$ cat src/rtl/core/hsl_to_rgb_converter_defines.svh
// Assertion macros for the HSL to RGB converter.
// Included by the top level; depends on nothing else.
`ifndef HSL_TO_RGB_CONVERTER_DEFINES_SVH
`define HSL_TO_RGB_CONVERTER_DEFINES_SVH

// The consequent must hold in the same cycle as the antecedent.
`define HSL_ASSERT_SAME(label, clk, rstn, ante, cons, msg) \
    label: assert property (@(posedge clk) disable iff (!rstn) (ante) |-> (cons)) \
        else $error(msg);

// The consequent must hold in the cycle after the antecedent.
`define HSL_ASSERT_NEXT(label, clk, rstn, ante, cons, msg) \
    label: assert property (@(posedge clk) disable iff (!rstn) (ante) |=> (cons)) \
        else $error(msg);

`endif

$ cat src/rtl/core/hsl_pkg.sv
// Shared types and constants of the HSL to RGB converter.
// Used by the front, queue, back and top modules; depends on nothing.
package hsl_pkg;

    localparam int HUE_W       = 16;
    localparam int LEVEL_W     = 13;
    localparam int WEIGHT_W    = 13;
    localparam int CHAN_W      = 8;
    localparam int C24_W       = 26;
    localparam int VAL_W       = 40;
    localparam int SCALED_W    = 45;
    localparam int FRAC_SHIFT  = 34;
    localparam int IN_TDATA_W  = 16;
    localparam int OUT_TDATA_W = 48;
    localparam int CFG_INDEX_W = 1;

    localparam logic [LEVEL_W-1:0]  ONE_Q12     = 13'd4096;
    localparam logic [LEVEL_W-1:0]  SAT_RESET   = 13'd4096;
    localparam logic [LEVEL_W-1:0]  LIGHT_RESET = 13'd1638;
    localparam logic [WEIGHT_W-1:0] SECTOR_SPAN = 13'd7680;
    localparam logic [HUE_W-1:0]    PAIR_SPAN   = 16'd15360;

    typedef enum logic [CFG_INDEX_W-1:0] {
        REG_SATURATION = 1'b0,
        REG_LIGHTNESS  = 1'b1
    } cfg_reg_t;

    typedef enum logic [2:0] {
        SEC_RED_YELLOW,
        SEC_YELLOW_GREEN,
        SEC_GREEN_CYAN,
        SEC_CYAN_BLUE,
        SEC_BLUE_MAGENTA,
        SEC_MAGENTA_RED
    } sector_t;

    typedef struct packed {
        sector_t               sector;
        logic [WEIGHT_W-1:0]   weight;
    } front_item_t;

endpackage

$ cat src/rtl/core/hsl_front.sv
// Front stage of the HSL to RGB converter: accepts hues and classifies them
// into a sector and an in-sector weight. Depends on hsl_pkg.
module hsl_front (
    input  logic                          aclk,
    input  logic                          aresetn,
    input  logic                          s_tvalid,
    output logic                          s_tready,
    input  logic [hsl_pkg::IN_TDATA_W-1:0] s_tdata,  // hue_angle
    output logic                          out_valid,
    input  logic                          out_ready,
    output hsl_pkg::front_item_t          out_item
);
    import hsl_pkg::*;

    localparam logic [HUE_W-1:0] PAIR_1 = HUE_W'(1 * PAIR_SPAN);
    localparam logic [HUE_W-1:0] PAIR_2 = HUE_W'(2 * PAIR_SPAN);
    localparam logic [HUE_W-1:0] PAIR_3 = HUE_W'(3 * PAIR_SPAN);
    localparam logic [HUE_W-1:0] PAIR_4 = HUE_W'(4 * PAIR_SPAN);

    logic [HUE_W-1:0]    hue;
    logic [2:0]          pair;
    logic [HUE_W-1:0]    pos;
    logic                half;
    logic [3:0]          sector_idx;
    front_item_t         item;
    logic                valid_reg;
    logic                valid_next;
    front_item_t         item_reg;

    assign hue = s_tdata[HUE_W-1:0];

    always_comb begin
        priority if (hue >= PAIR_4) begin
            pair = 3'd4;
            pos  = hue - PAIR_4;
        end else if (hue >= PAIR_3) begin
            pair = 3'd3;
            pos  = hue - PAIR_3;
        end else if (hue >= PAIR_2) begin
            pair = 3'd2;
            pos  = hue - PAIR_2;
        end else if (hue >= PAIR_1) begin
            pair = 3'd1;
            pos  = hue - PAIR_1;
        end else begin
            pair = 3'd0;
            pos  = hue;
        end
    end

    always_comb begin
        half       = pos >= HUE_W'(SECTOR_SPAN);
        sector_idx = {pair, half};
        item.weight = half ? WEIGHT_W'(PAIR_SPAN - pos) : pos[WEIGHT_W-1:0];
        if (sector_idx >= 4'd5) begin
            item.sector = SEC_MAGENTA_RED;
        end else begin
            item.sector = sector_t'(sector_idx[2:0]);
        end
    end

    assign s_tready   = !valid_reg || out_ready;
    assign valid_next = (s_tvalid && s_tready) || (valid_reg && !out_ready);

    always_ff @(posedge aclk) begin
        if (!aresetn) begin
            valid_reg <= 1'b0;
        end else begin
            valid_reg <= valid_next;
        end
    end

    always_ff @(posedge aclk) begin
        if (s_tvalid && s_tready) begin
            item_reg <= item;
        end
    end

    assign out_valid = valid_reg;
    assign out_item  = item_reg;

endmodule

$ cat src/rtl/core/hsl_queue.sv
// Short queue between the front and back stages of the HSL to RGB converter.
// Depends on hsl_pkg for the item type.
module hsl_queue #(
    parameter int DEPTH = 2
) (
    input  logic                 aclk,
    input  logic                 aresetn,
    input  logic                 in_valid,
    output logic                 in_ready,
    input  hsl_pkg::front_item_t in_item,
    output logic                 out_valid,
    input  logic                 out_ready,
    output hsl_pkg::front_item_t out_item
);
    import hsl_pkg::*;

    localparam int PTR_W = $clog2(DEPTH);
    localparam int CNT_W = $clog2(DEPTH + 1);

    front_item_t         mem [DEPTH];
    logic [PTR_W-1:0]    wr_ptr_reg;
    logic [PTR_W-1:0]    wr_ptr_next;
    logic [PTR_W-1:0]    rd_ptr_reg;
    logic [PTR_W-1:0]    rd_ptr_next;
    logic [CNT_W-1:0]    count_reg;
    logic [CNT_W-1:0]    count_next;
    logic                push;
    logic                pop;

    assign in_ready  = count_reg != CNT_W'(DEPTH);
    assign out_valid = count_reg != '0;
    assign push      = in_valid && in_ready;
    assign pop       = out_valid && out_ready;
    assign out_item  = mem[rd_ptr_reg];

    always_comb begin
        wr_ptr_next = wr_ptr_reg;
        rd_ptr_next = rd_ptr_reg;
        count_next  = count_reg;
        if (push) begin
            wr_ptr_next = (wr_ptr_reg == PTR_W'(DEPTH - 1)) ? '0 : wr_ptr_reg + 1'b1;
        end
        if (pop) begin
            rd_ptr_next = (rd_ptr_reg == PTR_W'(DEPTH - 1)) ? '0 : rd_ptr_reg + 1'b1;
        end
        if (push && !pop) begin
            count_next = count_reg + 1'b1;
        end else if (pop && !push) begin
            count_next = count_reg - 1'b1;
        end
    end

    always_ff @(posedge aclk) begin
        if (!aresetn) begin
            wr_ptr_reg <= '0;
            rd_ptr_reg <= '0;
            count_reg  <= '0;
        end else begin
            wr_ptr_reg <= wr_ptr_next;
            rd_ptr_reg <= rd_ptr_next;
            count_reg  <= count_next;
        end
    end

    always_ff @(posedge aclk) begin
        if (push) begin
            mem[wr_ptr_reg] <= in_item;
        end
    end

endmodule

$ cat src/rtl/core/hsl_back.sv
// Back stage of the HSL to RGB converter: holds the configuration, derives
// chroma terms, and computes the three channels. Depends on hsl_pkg.
module hsl_back (
    input  logic                            aclk,
    input  logic                            aresetn,
    input  logic                            cfg_we,
    input  logic [hsl_pkg::CFG_INDEX_W-1:0] cfg_index,
    input  logic [hsl_pkg::LEVEL_W-1:0]     cfg_wdata,
    input  logic                            in_valid,
    output logic                            in_ready,
    input  hsl_pkg::front_item_t            in_item,
    output logic                            m_tvalid,
    input  logic                            m_tready,
    output logic [hsl_pkg::OUT_TDATA_W-1:0] m_tdata
);
    import hsl_pkg::*;

    logic [LEVEL_W-1:0]      sat_reg;
    logic [LEVEL_W-1:0]      light_reg;
    logic [LEVEL_W-1:0]      s_cl;
    logic [LEVEL_W-1:0]      l_cl;
    logic [LEVEL_W:0]        two_l;
    logic [LEVEL_W-1:0]      dev;
    logic [LEVEL_W-1:0]      one_minus;
    logic [C24_W-1:0]        c24_next;
    logic [C24_W-1:0]        c24_reg;
    logic [C24_W-1:0]        l_shift;
    logic [C24_W-1:0]        m_base;
    logic [C24_W-1:0]        c2_next;
    logic [C24_W-1:0]        c2_reg;
    logic [VAL_W-1:0]        mval_next;
    logic [VAL_W-1:0]        mval_reg;
    logic [VAL_W-1:0]        cval_next;
    logic [VAL_W-1:0]        cval_reg;
    logic                    s1_valid_reg;
    sector_t                 s1_sector_reg;
    logic [VAL_W-1:0]        s1_xprod_reg;
    logic                    s2_ready;
    logic [VAL_W-1:0]        xval;
    logic [VAL_W-1:0]        r_val;
    logic [VAL_W-1:0]        g_val;
    logic [VAL_W-1:0]        b_val;
    logic [CHAN_W-1:0]       red;
    logic [CHAN_W-1:0]       green;
    logic [CHAN_W-1:0]       blue;
    logic                    m_tvalid_reg;
    logic [OUT_TDATA_W-1:0]  m_tdata_reg;

    function automatic logic [CHAN_W-1:0] to_level(input logic [VAL_W-1:0] v);
        logic [SCALED_W-1:0]            scaled;
        logic [SCALED_W-FRAC_SHIFT-1:0] q;
        scaled = {v, 4'b0000} + SCALED_W'(v);
        q      = scaled[SCALED_W-1:FRAC_SHIFT];
        return (q > (SCALED_W - FRAC_SHIFT)'(255)) ? {CHAN_W{1'b1}} : q[CHAN_W-1:0];
    endfunction

    always_ff @(posedge aclk) begin
        if (!aresetn) begin
            sat_reg   <= SAT_RESET;
            light_reg <= LIGHT_RESET;
        end else if (cfg_we) begin
            unique case (cfg_reg_t'(cfg_index))
                REG_SATURATION: sat_reg   <= cfg_wdata;
                REG_LIGHTNESS:  light_reg <= cfg_wdata;
            endcase
        end
    end

    always_comb begin
        s_cl      = (sat_reg > ONE_Q12) ? ONE_Q12 : sat_reg;
        l_cl      = (light_reg > ONE_Q12) ? ONE_Q12 : light_reg;
        two_l     = {l_cl, 1'b0};
        dev       = (two_l >= {1'b0, ONE_Q12}) ? LEVEL_W'(two_l - {1'b0, ONE_Q12})
                                               : LEVEL_W'({1'b0, ONE_Q12} - two_l);
        one_minus = ONE_Q12 - dev;
        c24_next  = C24_W'(one_minus) * C24_W'(s_cl);
    end

    always_comb begin
        l_shift   = {l_cl, {LEVEL_W{1'b0}}};
        m_base    = (l_shift >= c24_reg) ? l_shift - c24_reg : '0;
        c2_next   = {c24_reg[C24_W-2:0], 1'b0};
        mval_next = VAL_W'(m_base) * VAL_W'(SECTOR_SPAN);
        cval_next = (VAL_W'(m_base) + VAL_W'(c2_next)) * VAL_W'(SECTOR_SPAN);
    end

    always_ff @(posedge aclk) begin
        c24_reg  <= c24_next;
        c2_reg   <= c2_next;
        mval_reg <= mval_next;
        cval_reg <= cval_next;
    end

    assign s2_ready = !m_tvalid_reg || m_tready;
    assign in_ready = !s1_valid_reg || s2_ready;

    always_ff @(posedge aclk) begin
        if (!aresetn) begin
            s1_valid_reg <= 1'b0;
            m_tvalid_reg <= 1'b0;
        end else begin
            if (in_ready) begin
                s1_valid_reg <= in_valid;
            end
            if (s2_ready) begin
                m_tvalid_reg <= s1_valid_reg;
            end
        end
    end

    always_ff @(posedge aclk) begin
        if (in_valid && in_ready) begin
            s1_sector_reg <= in_item.sector;
            s1_xprod_reg  <= VAL_W'(c2_reg) * VAL_W'(in_item.weight);
        end
    end

    always_comb begin
        xval = mval_reg + s1_xprod_reg;
        unique case (s1_sector_reg)
            SEC_RED_YELLOW: begin
                r_val = cval_reg;
                g_val = xval;
                b_val = mval_reg;
            end
            SEC_YELLOW_GREEN: begin
                r_val = xval;
                g_val = cval_reg;
                b_val = mval_reg;
            end
            SEC_GREEN_CYAN: begin
                r_val = mval_reg;
                g_val = cval_reg;
                b_val = xval;
            end
            SEC_CYAN_BLUE: begin
                r_val = mval_reg;
                g_val = xval;
                b_val = cval_reg;
            end
            SEC_BLUE_MAGENTA: begin
                r_val = xval;
                g_val = mval_reg;
                b_val = cval_reg;
            end
            default: begin
                r_val = cval_reg;
                g_val = mval_reg;
                b_val = xval;
            end
        endcase
        red   = to_level(r_val);
        green = to_level(g_val);
        blue  = to_level(b_val);
    end

    always_ff @(posedge aclk) begin
        if (s1_valid_reg && s2_ready) begin
            m_tdata_reg <= {red, green, blue, blue, green, red};
        end
    end

    assign m_tvalid = m_tvalid_reg;
    assign m_tdata  = m_tdata_reg;

endmodule

$ cat src/rtl/core/hsl_to_rgb_converter.sv
// HSL to RGB converter: one hue per clock in, one RGB item per clock out while m_tready
// is held high. The stages are the front register, the queue entry, the weight
// multiply stage and the output register.
// Throughput is one item per cycle unless m_tready stalls the output. Configuration
// writes reach the chroma registers c24_reg, then c2_reg, mval_reg and cval_reg.
// Reset is synchronous, active low: it clears all valid flags and the queue and
// restores saturation 1.0 and lightness 1638/4096.
`include "hsl_to_rgb_converter_defines.svh"

module hsl_to_rgb_converter #(
    parameter int QUEUE_DEPTH = 2
) (
    input  logic                            aclk,
    input  logic                            aresetn,
    input  logic                            cfg_we,
    input  logic [hsl_pkg::CFG_INDEX_W-1:0] cfg_index,
    input  logic [hsl_pkg::LEVEL_W-1:0]     cfg_wdata,
    input  logic                            s_tvalid,
    output logic                            s_tready,
    input  logic [hsl_pkg::IN_TDATA_W-1:0]  s_tdata,  // hue_angle
    output logic                            m_tvalid,
    input  logic                            m_tready,
    // red_level, green_level, blue_level, packed_colour
    output logic [hsl_pkg::OUT_TDATA_W-1:0] m_tdata
);
    import hsl_pkg::*;

    logic        f_valid;
    front_item_t f_item;
    logic        q_in_ready;
    logic        q_valid;
    front_item_t q_item;
    logic        b_ready;

    hsl_front u_front (
        .aclk      (aclk),
        .aresetn   (aresetn),
        .s_tvalid  (s_tvalid),
        .s_tready  (s_tready),
        .s_tdata   (s_tdata),
        .out_valid (f_valid),
        .out_ready (q_in_ready),
        .out_item  (f_item)
    );

    hsl_queue #(
        .DEPTH (QUEUE_DEPTH)
    ) u_queue (
        .aclk      (aclk),
        .aresetn   (aresetn),
        .in_valid  (f_valid),
        .in_ready  (q_in_ready),
        .in_item   (f_item),
        .out_valid (q_valid),
        .out_ready (b_ready),
        .out_item  (q_item)
    );

    hsl_back u_back (
        .aclk      (aclk),
        .aresetn   (aresetn),
        .cfg_we    (cfg_we),
        .cfg_index (cfg_index),
        .cfg_wdata (cfg_wdata),
        .in_valid  (q_valid),
        .in_ready  (b_ready),
        .in_item   (q_item),
        .m_tvalid  (m_tvalid),
        .m_tready  (m_tready),
        .m_tdata   (m_tdata)
    );

    `HSL_ASSERT_SAME(a_full_queue_has_data, aclk, aresetn, !q_in_ready, q_valid, "queue full but empty")
    `HSL_ASSERT_SAME(a_stall_means_front_busy, aclk, aresetn, !s_tready, f_valid, "input stalled with idle front")
    `HSL_ASSERT_NEXT(a_front_holds_on_stall, aclk, aresetn, f_valid && !q_in_ready, (f_valid && f_item == $past(f_item)), "front item lost on stall")
    `HSL_ASSERT_SAME(a_packed_matches, aclk, aresetn, m_tvalid, (m_tdata[47:24] == {m_tdata[7:0], m_tdata[15:8], m_tdata[23:16]}), "packed colour mismatch")

endmodule
$ cat config.mk
export PLATFORM = sky130hd
export DESIGN_NAME = hsl_to_rgb_converter
export DESIGN_NICKNAME = d
export VERILOG_FILES = /design/src/rtl/core/hsl_pkg.sv /design/src/rtl/core/hsl_front.sv /design/src/rtl/core/hsl_queue.sv /design/src/rtl/core/hsl_back.sv /design/src/rtl/core/hsl_to_rgb_converter.sv
export VERILOG_INCLUDE_DIRS = /design/src /design/src/rtl/core
export SDC_FILE = /design/constraint.sdc
export NUM_CORES = 2
export LEC_CHECK = 0
export BUFFER_PORTS_ARGS = -buffer_cell sky130_fd_sc_hd__buf_2
export CAP_MARGIN = 0
export CORE_MARGIN = 2
export CORE_UTILIZATION = 65
export DETAILED_ROUTE_END_ITERATION = 10
export PLACE_DENSITY_LB_ADDON = 0.05
export SKIP_LAST_GASP = 1
export SYNTH_ARGS = -nofsm -noshare
export SYNTH_HDL_FRONTEND = slang
export SYNTH_SLANG_ARGS = --single-unit
$ cat constraint.sdc
create_clock -name aclk -period 11.4 [get_ports aclk]
set_input_delay 2.28 -clock aclk [delete_from_list [all_inputs] [get_ports aclk]]
set_output_delay 2.28 -clock aclk [all_outputs]
set_load 0.005 [all_outputs]
Word-level counts from Yosys, hierarchy flattened
Memories as Yosys holds them, arrays and structs flattened. A register that Yosys moved wholly into a read port is not among the register bits.
Index checks and enable logic that the tools add are counted.
Widths: inputs -> output; s select.
- bits in registers: 251
- memories: 1
- bits in writable memories: 32
- memories (memory ; depth ; bits a word ; rd ports ; clocked after Yosys merged registers in ; wr ports ; RTL line ; source):
    u_queue.mem ; 2 ; 16 ; 1 ; 1 ; 1 ; hsl_queue.sv:20 ; front_item_t mem [DEPTH];
- eq/ne operators: 5
- add/subtract/negate cells: 18
- bitwise logic cells: 1
- reductions and logical operators: 28
- $lt $le $gt $ge: 13
- mux-type cells: 27
- $mul: 4
- operators by type and width (operator ; count):
    $pmux 40 s2 ; 3
    $add 44x40->45 ; 3
    $mux 16 ; 4
    $mux 13 ; 4
    $add 39x39->40 ; 1
    $mul 40x4->31 const B ; 1
    $sub 13x13->13 const A ; 3
    $mul 25x13->38 ; 1
    $gt 11x8->1 const B ; 3
    $ge 16x16->1 const B ; 2
    $sub 16x16->16 const B ; 2
    $mul 26x4->30 const B ; 1
    $add 26x26->27 ; 1
    $ge 26x26->1 ; 1
    $gt 13x13->1 const B ; 2
    $mul 13x13->26 ; 1
    $mux 26 ; 1
    $sub 26x26->26 ; 1
    $mux 8 ; 3
    $ge 16x13->1 const B ; 1
    $ge 16x14->1 const B ; 1
    $ge 16x15->1 const B ; 1
    $sub 16x14->16 const B ; 1
    $sub 16x15->16 const B ; 1
    21 further kinds ; 53

Longest topological paths before layout
- depth in word-level cells: 7
- depth in mapped cells: 42
- mapped depth without buffers: 40

Hierarchy
From an unflattened synthesis, not the netlist that was laid out.
- cell total of the unflattened synthesis: 4170
- area total of the unflattened synthesis: 36785.3 um2
- modules (own cells, without submodules) (module ; sequential area each (um2) ; area an instance (um2) ; times used ; cells each):
    hsl_back ; 4624.4 ; 33728.6 ; 1 ; 3914
    hsl_front ; 500.5 ; 1660.3 ; 1 ; 182
    hsl_queue ; 1061.0 ; 1396.3 ; 1 ; 74

Worst setup path before layout
Ideal clock, no wire load.
- path kind: register to register
- from: register u_back.light_reg[12]
- to: register u_back.cval_reg[39]
- path buffers: 4
- slack: 3.101 ns
- library setup time: 0.072 ns
- stages on the path, launching flop included: 38
- data required time: 11.328 ns
- arrival: 8.226 ns
- cells stage by stage: dfxtp_1 -> clkbuf_1 -> clkbuf_1 -> clkbuf_1 -> nor2_1 -> ha_1 -> a21oi_1 -> o31ai_4 -> a41oi_4 -> nand2_1 -> a21oi_1 -> clkbuf_1 -> nor2_1 -> ha_1 -> a21o_1 -> a21oi_1 -> o21ai_0 -> a21o_1 -> [... 2 more ...] -> a211oi_1 -> o41a_1 -> o221ai_2 -> a21oi_2 -> nor2_1 -> a211o_2 -> xnor2_1 -> fa_1 -> fa_1 -> inv_1 -> ha_1 -> nand3_1 -> nand2_1 -> a41o_1 -> o41ai_1 -> o21bai_1 -> a21oi_1 -> xnor2_1
- word-level cells in the longest chain between the ends: 6
- elaborated cells on any way between the ends: 7
- RTL lines (item ; RTL line ; source):
    start, declared ; hsl_back.sv:19 ; logic [LEVEL_W-1:0] light_reg;
    start signal, assigned ; hsl_back.sv:64 ; REG_LIGHTNESS: light_reg <= cfg_wdata;
    $gt 13x13->1 ; hsl_back.sv:71 ; l_cl = (light_reg > ONE_Q12) ? ONE_Q12 : light_reg;
    $mux 13 (*) ; hsl_back.sv:71 ;
    $sub 26x26->26 / $ge 26x26->1 (equally long branches) ; hsl_back.sv:81 ; m_base = (l_shift >= c24_reg) ? l_shift - c24_reg : '0;
    $mux 26 (*) ; hsl_back.sv:81 ;
    $add 26x26->27 (*) ; hsl_back.sv:84 ; cval_next = (VAL_W'(m_base) + VAL_W'(c2_next)) * VAL_W'(SECTOR_SPAN);
    $mul 40x4->31 (*) ; hsl_back.sv:84 ;
    via u_back.cval_next[39] ; hsl_back.sv:33 ; logic [VAL_W-1:0] cval_next;
    end signal, assigned ; hsl_back.sv:91 ; cval_reg <= cval_next;
    end, declared ; hsl_back.sv:34 ; logic [VAL_W-1:0] cval_reg;
The timed path passes the listed nets; every way through them passes the cells marked *.
A chain may end at the register's enable or synchronous reset.

Final worst setup path
Same ends and word-level chain as after synthesis.

==> results by group <==
Outcome
  • Status: completed

Yosys
  • Most common cell in the synthesized netlist: inv_1
  • Total number of yosys warnings: 0
  • Post-synth cell types: 88
  • Post-synthesis register bit count: ~250
  • Number of enable flip-flop cells after synthesis: 112
  • Main area contributors after synthesis: fa_1, ha_1, edfxtp_1
  • Synth area leader: fa_1
  • Syn_area_per_cell: 8.726 µm²
  • Fraction of synthesis flops using an asynchronous set or reset pin: 0%
  • Gate count after technology mapping: roughly 4200
  • Share of the yosys chip area belonging to registers: approximately 17%
  • Number of nets in the synthesized netlist: 5083
  • Synth Flop Type: dfxtp_1
  • Top-area cell type share of the netlist area: about a quarter
  • Top cells by count, synth: inv_1, nand2_1, fa_1, ha_1, a21oi_1
  • Summed instance area of the synthesized netlist: between 0.03 and 0.04 mm²

Final layout
  • Fill cell total of the finished layout: 4680
  • Total Nets Final: approximately 5000
  • Area of all sequential standard cells: 0.006186 mm²
  • Diodes inserted: 0
  • Number of flip-flops in the largest register: 37
  • Proportion of layout cells with a drive suffix above 1: just over 5%
  • Final std cells w/o fill: ~5000
  • Synth-to-layout area growth: 5.007%
  • Multi-input logic area: approximately 0.028 mm²

Critical path
  • Worst Setup End Kind: register
  • Reg-to-Reg End: u_back.cval_reg[39]$_DFF_P_
  • Top delay family on crit path: compound AO/OA/AOI/OAI gates
  • Setup slack, reg-to-reg: 1720 ps
  • Library cell contributing the largest single delay on the critical path: dfxtp_1
  • CP peak stage delay: ~950 ps
  • Worst r2r path cells: 39
  • Crit path kind: reg2reg
  • Startpoint types: register
  • Origin of the critical flop-to-flop path: u_back.light_reg[12]$_SDFFE_PN0P_
  • Required time worst endpoint: 11900 ps
  • Largest fanout on the critical path: 31
  • Arrival time reported for the critical path endpoint: slightly above 10000 ps
  • Buffering stage count on the worst path with inverters included: 3
  • Critical Path Most Common Cell: a21oi_1

Timing
  • Finish-stage setup viols: 0
  • Final slew viol count: 0
  • Min cycle time layout: approximately 9700 ps
  • Total Negative Setup Slacks: 0 ps
  • Slew at the pin with the worst max-slew slack: about 1200 ps
  • Final hold violation count: 0
  • Worst-case hold slack: 432.9 ps
  • Highest clock frequency the design can meet: about 100 MHz
  • Clock skew after layout: ~43 ps
  • Worst slew margin relative to its limit: about 17%
  • Period utilization: 84.95%
  • Setup repair after global routing missed its margin: no

Placed design
  • Cell count after placement: between 4000 and 5000
  • Weighted congestion at the end of routability-driven global placement: between 0.9 and 1
  • Detailed Place HPWL: around 72000 µm
  • Buffers on Ports: 84

Routing
  • Number of violations reported at the end of detailed-routing iteration 0: 1903
  • Routed WL per cell: approximately 18 µm
  • Number of iterations in the first detailed-routing pass: 6
  • Number of nets with antenna violations after detailed routing: 0
  • Number of vias per cell after detailed routing: approximately 5.8
  • Total Routed Length: roughly 90000 µm
  • Overall via count from detail_route: between 20000 and 30000
  • DRC violation count after routing: 0

Floorplanning
  • Count of standard-cell rows: 87
  • Starting density of the core: roughly two thirds
  • Die area: slightly below 0.06 mm²
  • Core Area: 0.05617 mm²
  • Chip width: 241.7 µm
  • Vert. Die Dim: about 240 µm
  • Total I/O pin count: 85

Hold path
  • Class of the most critical hold timing path: reg2reg
  • Worst Hold Path EP: u_back.c2_reg[14]$_DFF_P_
  • Instance count along the most critical hold path: 0
  • Hold path start: u_back.c24_reg[13]$_DFF_P_

Clock tree
  • Clock-pin slew on the worst setup and hold paths: about 60 ps
  • CTS tree: done
  • Clock latency reported for the late side of the worst-skew pair: 610 ps
  • H-tree levels: 1
  • Number of sinks on the clock net: ~250
  • Quantity of gates resized following cts: 0
  • CTS Hold Buffers Added: 0
  • Number of buffers added by the clock tree synthesis step: 30
  • Maximum buffer depth of the clock tree: 3
  • Clock root buffer: clkbuf_16
  • Post-CTS repair timing setup buffer count: 0

Global routing
  • Wire length of the first global-routing pass: 147100 µm
  • Total Routing Usage GR: between 30% and 40%
  • Pin count of the biggest net entering global routing: 66
  • Number of global-route vias before repair: around 29000
  • Antenna violations before repair: 0
  • GR Overflow Total: 0

Flow run
  • Maximum Capacitance Violations: 0
-- cell usage in the layout (no fill, tap or decap), types with 78 or more instances in the layout --
| cell type | n |
|---|---|
| inv_1 | 525 |
| nand2_1 | 502 |
| fa_1 | 442 |
| ha_1 | 396 |
| a21oi_1 | 261 |
| nor2_1 | 251 |
| o21ai_0 | 210 |
| xnor2_1 | 157 |
| nor2b_1 | 150 |
| dfxtp_1 | 141 |
| edfxtp_1 | 112 |
| a21o_1 | 105 |
| buf_2 | 84 |
| and2_1 | 78 |
-- per-stage QoR --
stage / setup slack, ps / util [%] / instance area [µm²]
2_1_floorplan: 3101 / - / 36740
3_3_place_gp: 2115 / 66.85 / 37550
3_5_place_dp: 1799 / 66.85 / 37550
4_1_cts: 1771 / 68.68 / 38580
5_1_grt: 842.1 / 68.68 / 38580
6_report: 1715 / 68.68 / 38580
-- layout make-up --
| type | count | area share (%) |
|---|---|---|
| clock buffers | 40 | 2.254 |
| clock inverters | 13 | 0.4119 |
| inverters | 526 | 5.118 |
| multi-input cells | 3258 | 72.23 |
| flip-flops and latches | 253 | 16.04 |
| well taps | 756 | 2.452 |
| repair buffers | 105 | 1.498 |
-- worst max path at each step --
stage                     depth (start not counted)                           to  slack [ps]                         startpoint
after floorplan                                  37  u_back.cval_reg[39]$_DFF_P_        3100  u_back.light_reg[12]$_SDFFE_PN0P_
after global placement                           39  u_back.cval_reg[39]$_DFF_P_        2120  u_back.light_reg[12]$_SDFFE_PN0P_
after detailed placement                         39  u_back.cval_reg[39]$_DFF_P_        1800  u_back.light_reg[12]$_SDFFE_PN0P_
after CTS                                        39  u_back.cval_reg[39]$_DFF_P_        1770  u_back.light_reg[12]$_SDFFE_PN0P_
after global routing                             39  u_back.cval_reg[39]$_DFF_P_         840  u_back.light_reg[12]$_SDFFE_PN0P_
final                                            39  u_back.cval_reg[39]$_DFF_P_        1720  u_back.light_reg[12]$_SDFFE_PN0P_
-- cell families (layout without fill, tap and decap cells) --
logic type | Yosys count | in the layout | share of synthesized area (%)
XOR/XNOR | 237 | 237 | 5.691
buffers and inverters | 699 | 684 | 7.421
AND/OR/NAND/NOR | 1258 | 1258 | 16.09
flip-flops | 253 | 253 | 16.84
AO/OA/AOI/OAI | 896 | 896 | 15.54
multiplexers | 28 | 28 | 0.8174
adder cells (fa/ha/maj) | 839 | 839 | 37.60
-- per-layer routing --
layer	vias up	routed length [µm]	GRT usage (%)
met1	13950	38290	40.18
met5	-	0	0
li1	13920	-	-
met3	183	4590	3.596
met4	0	3317	10.51
met2	830	42810	53.53
Power is not shown: default switching activity piles up to over one toggle a cycle in this logic, so the estimate is an artifact.
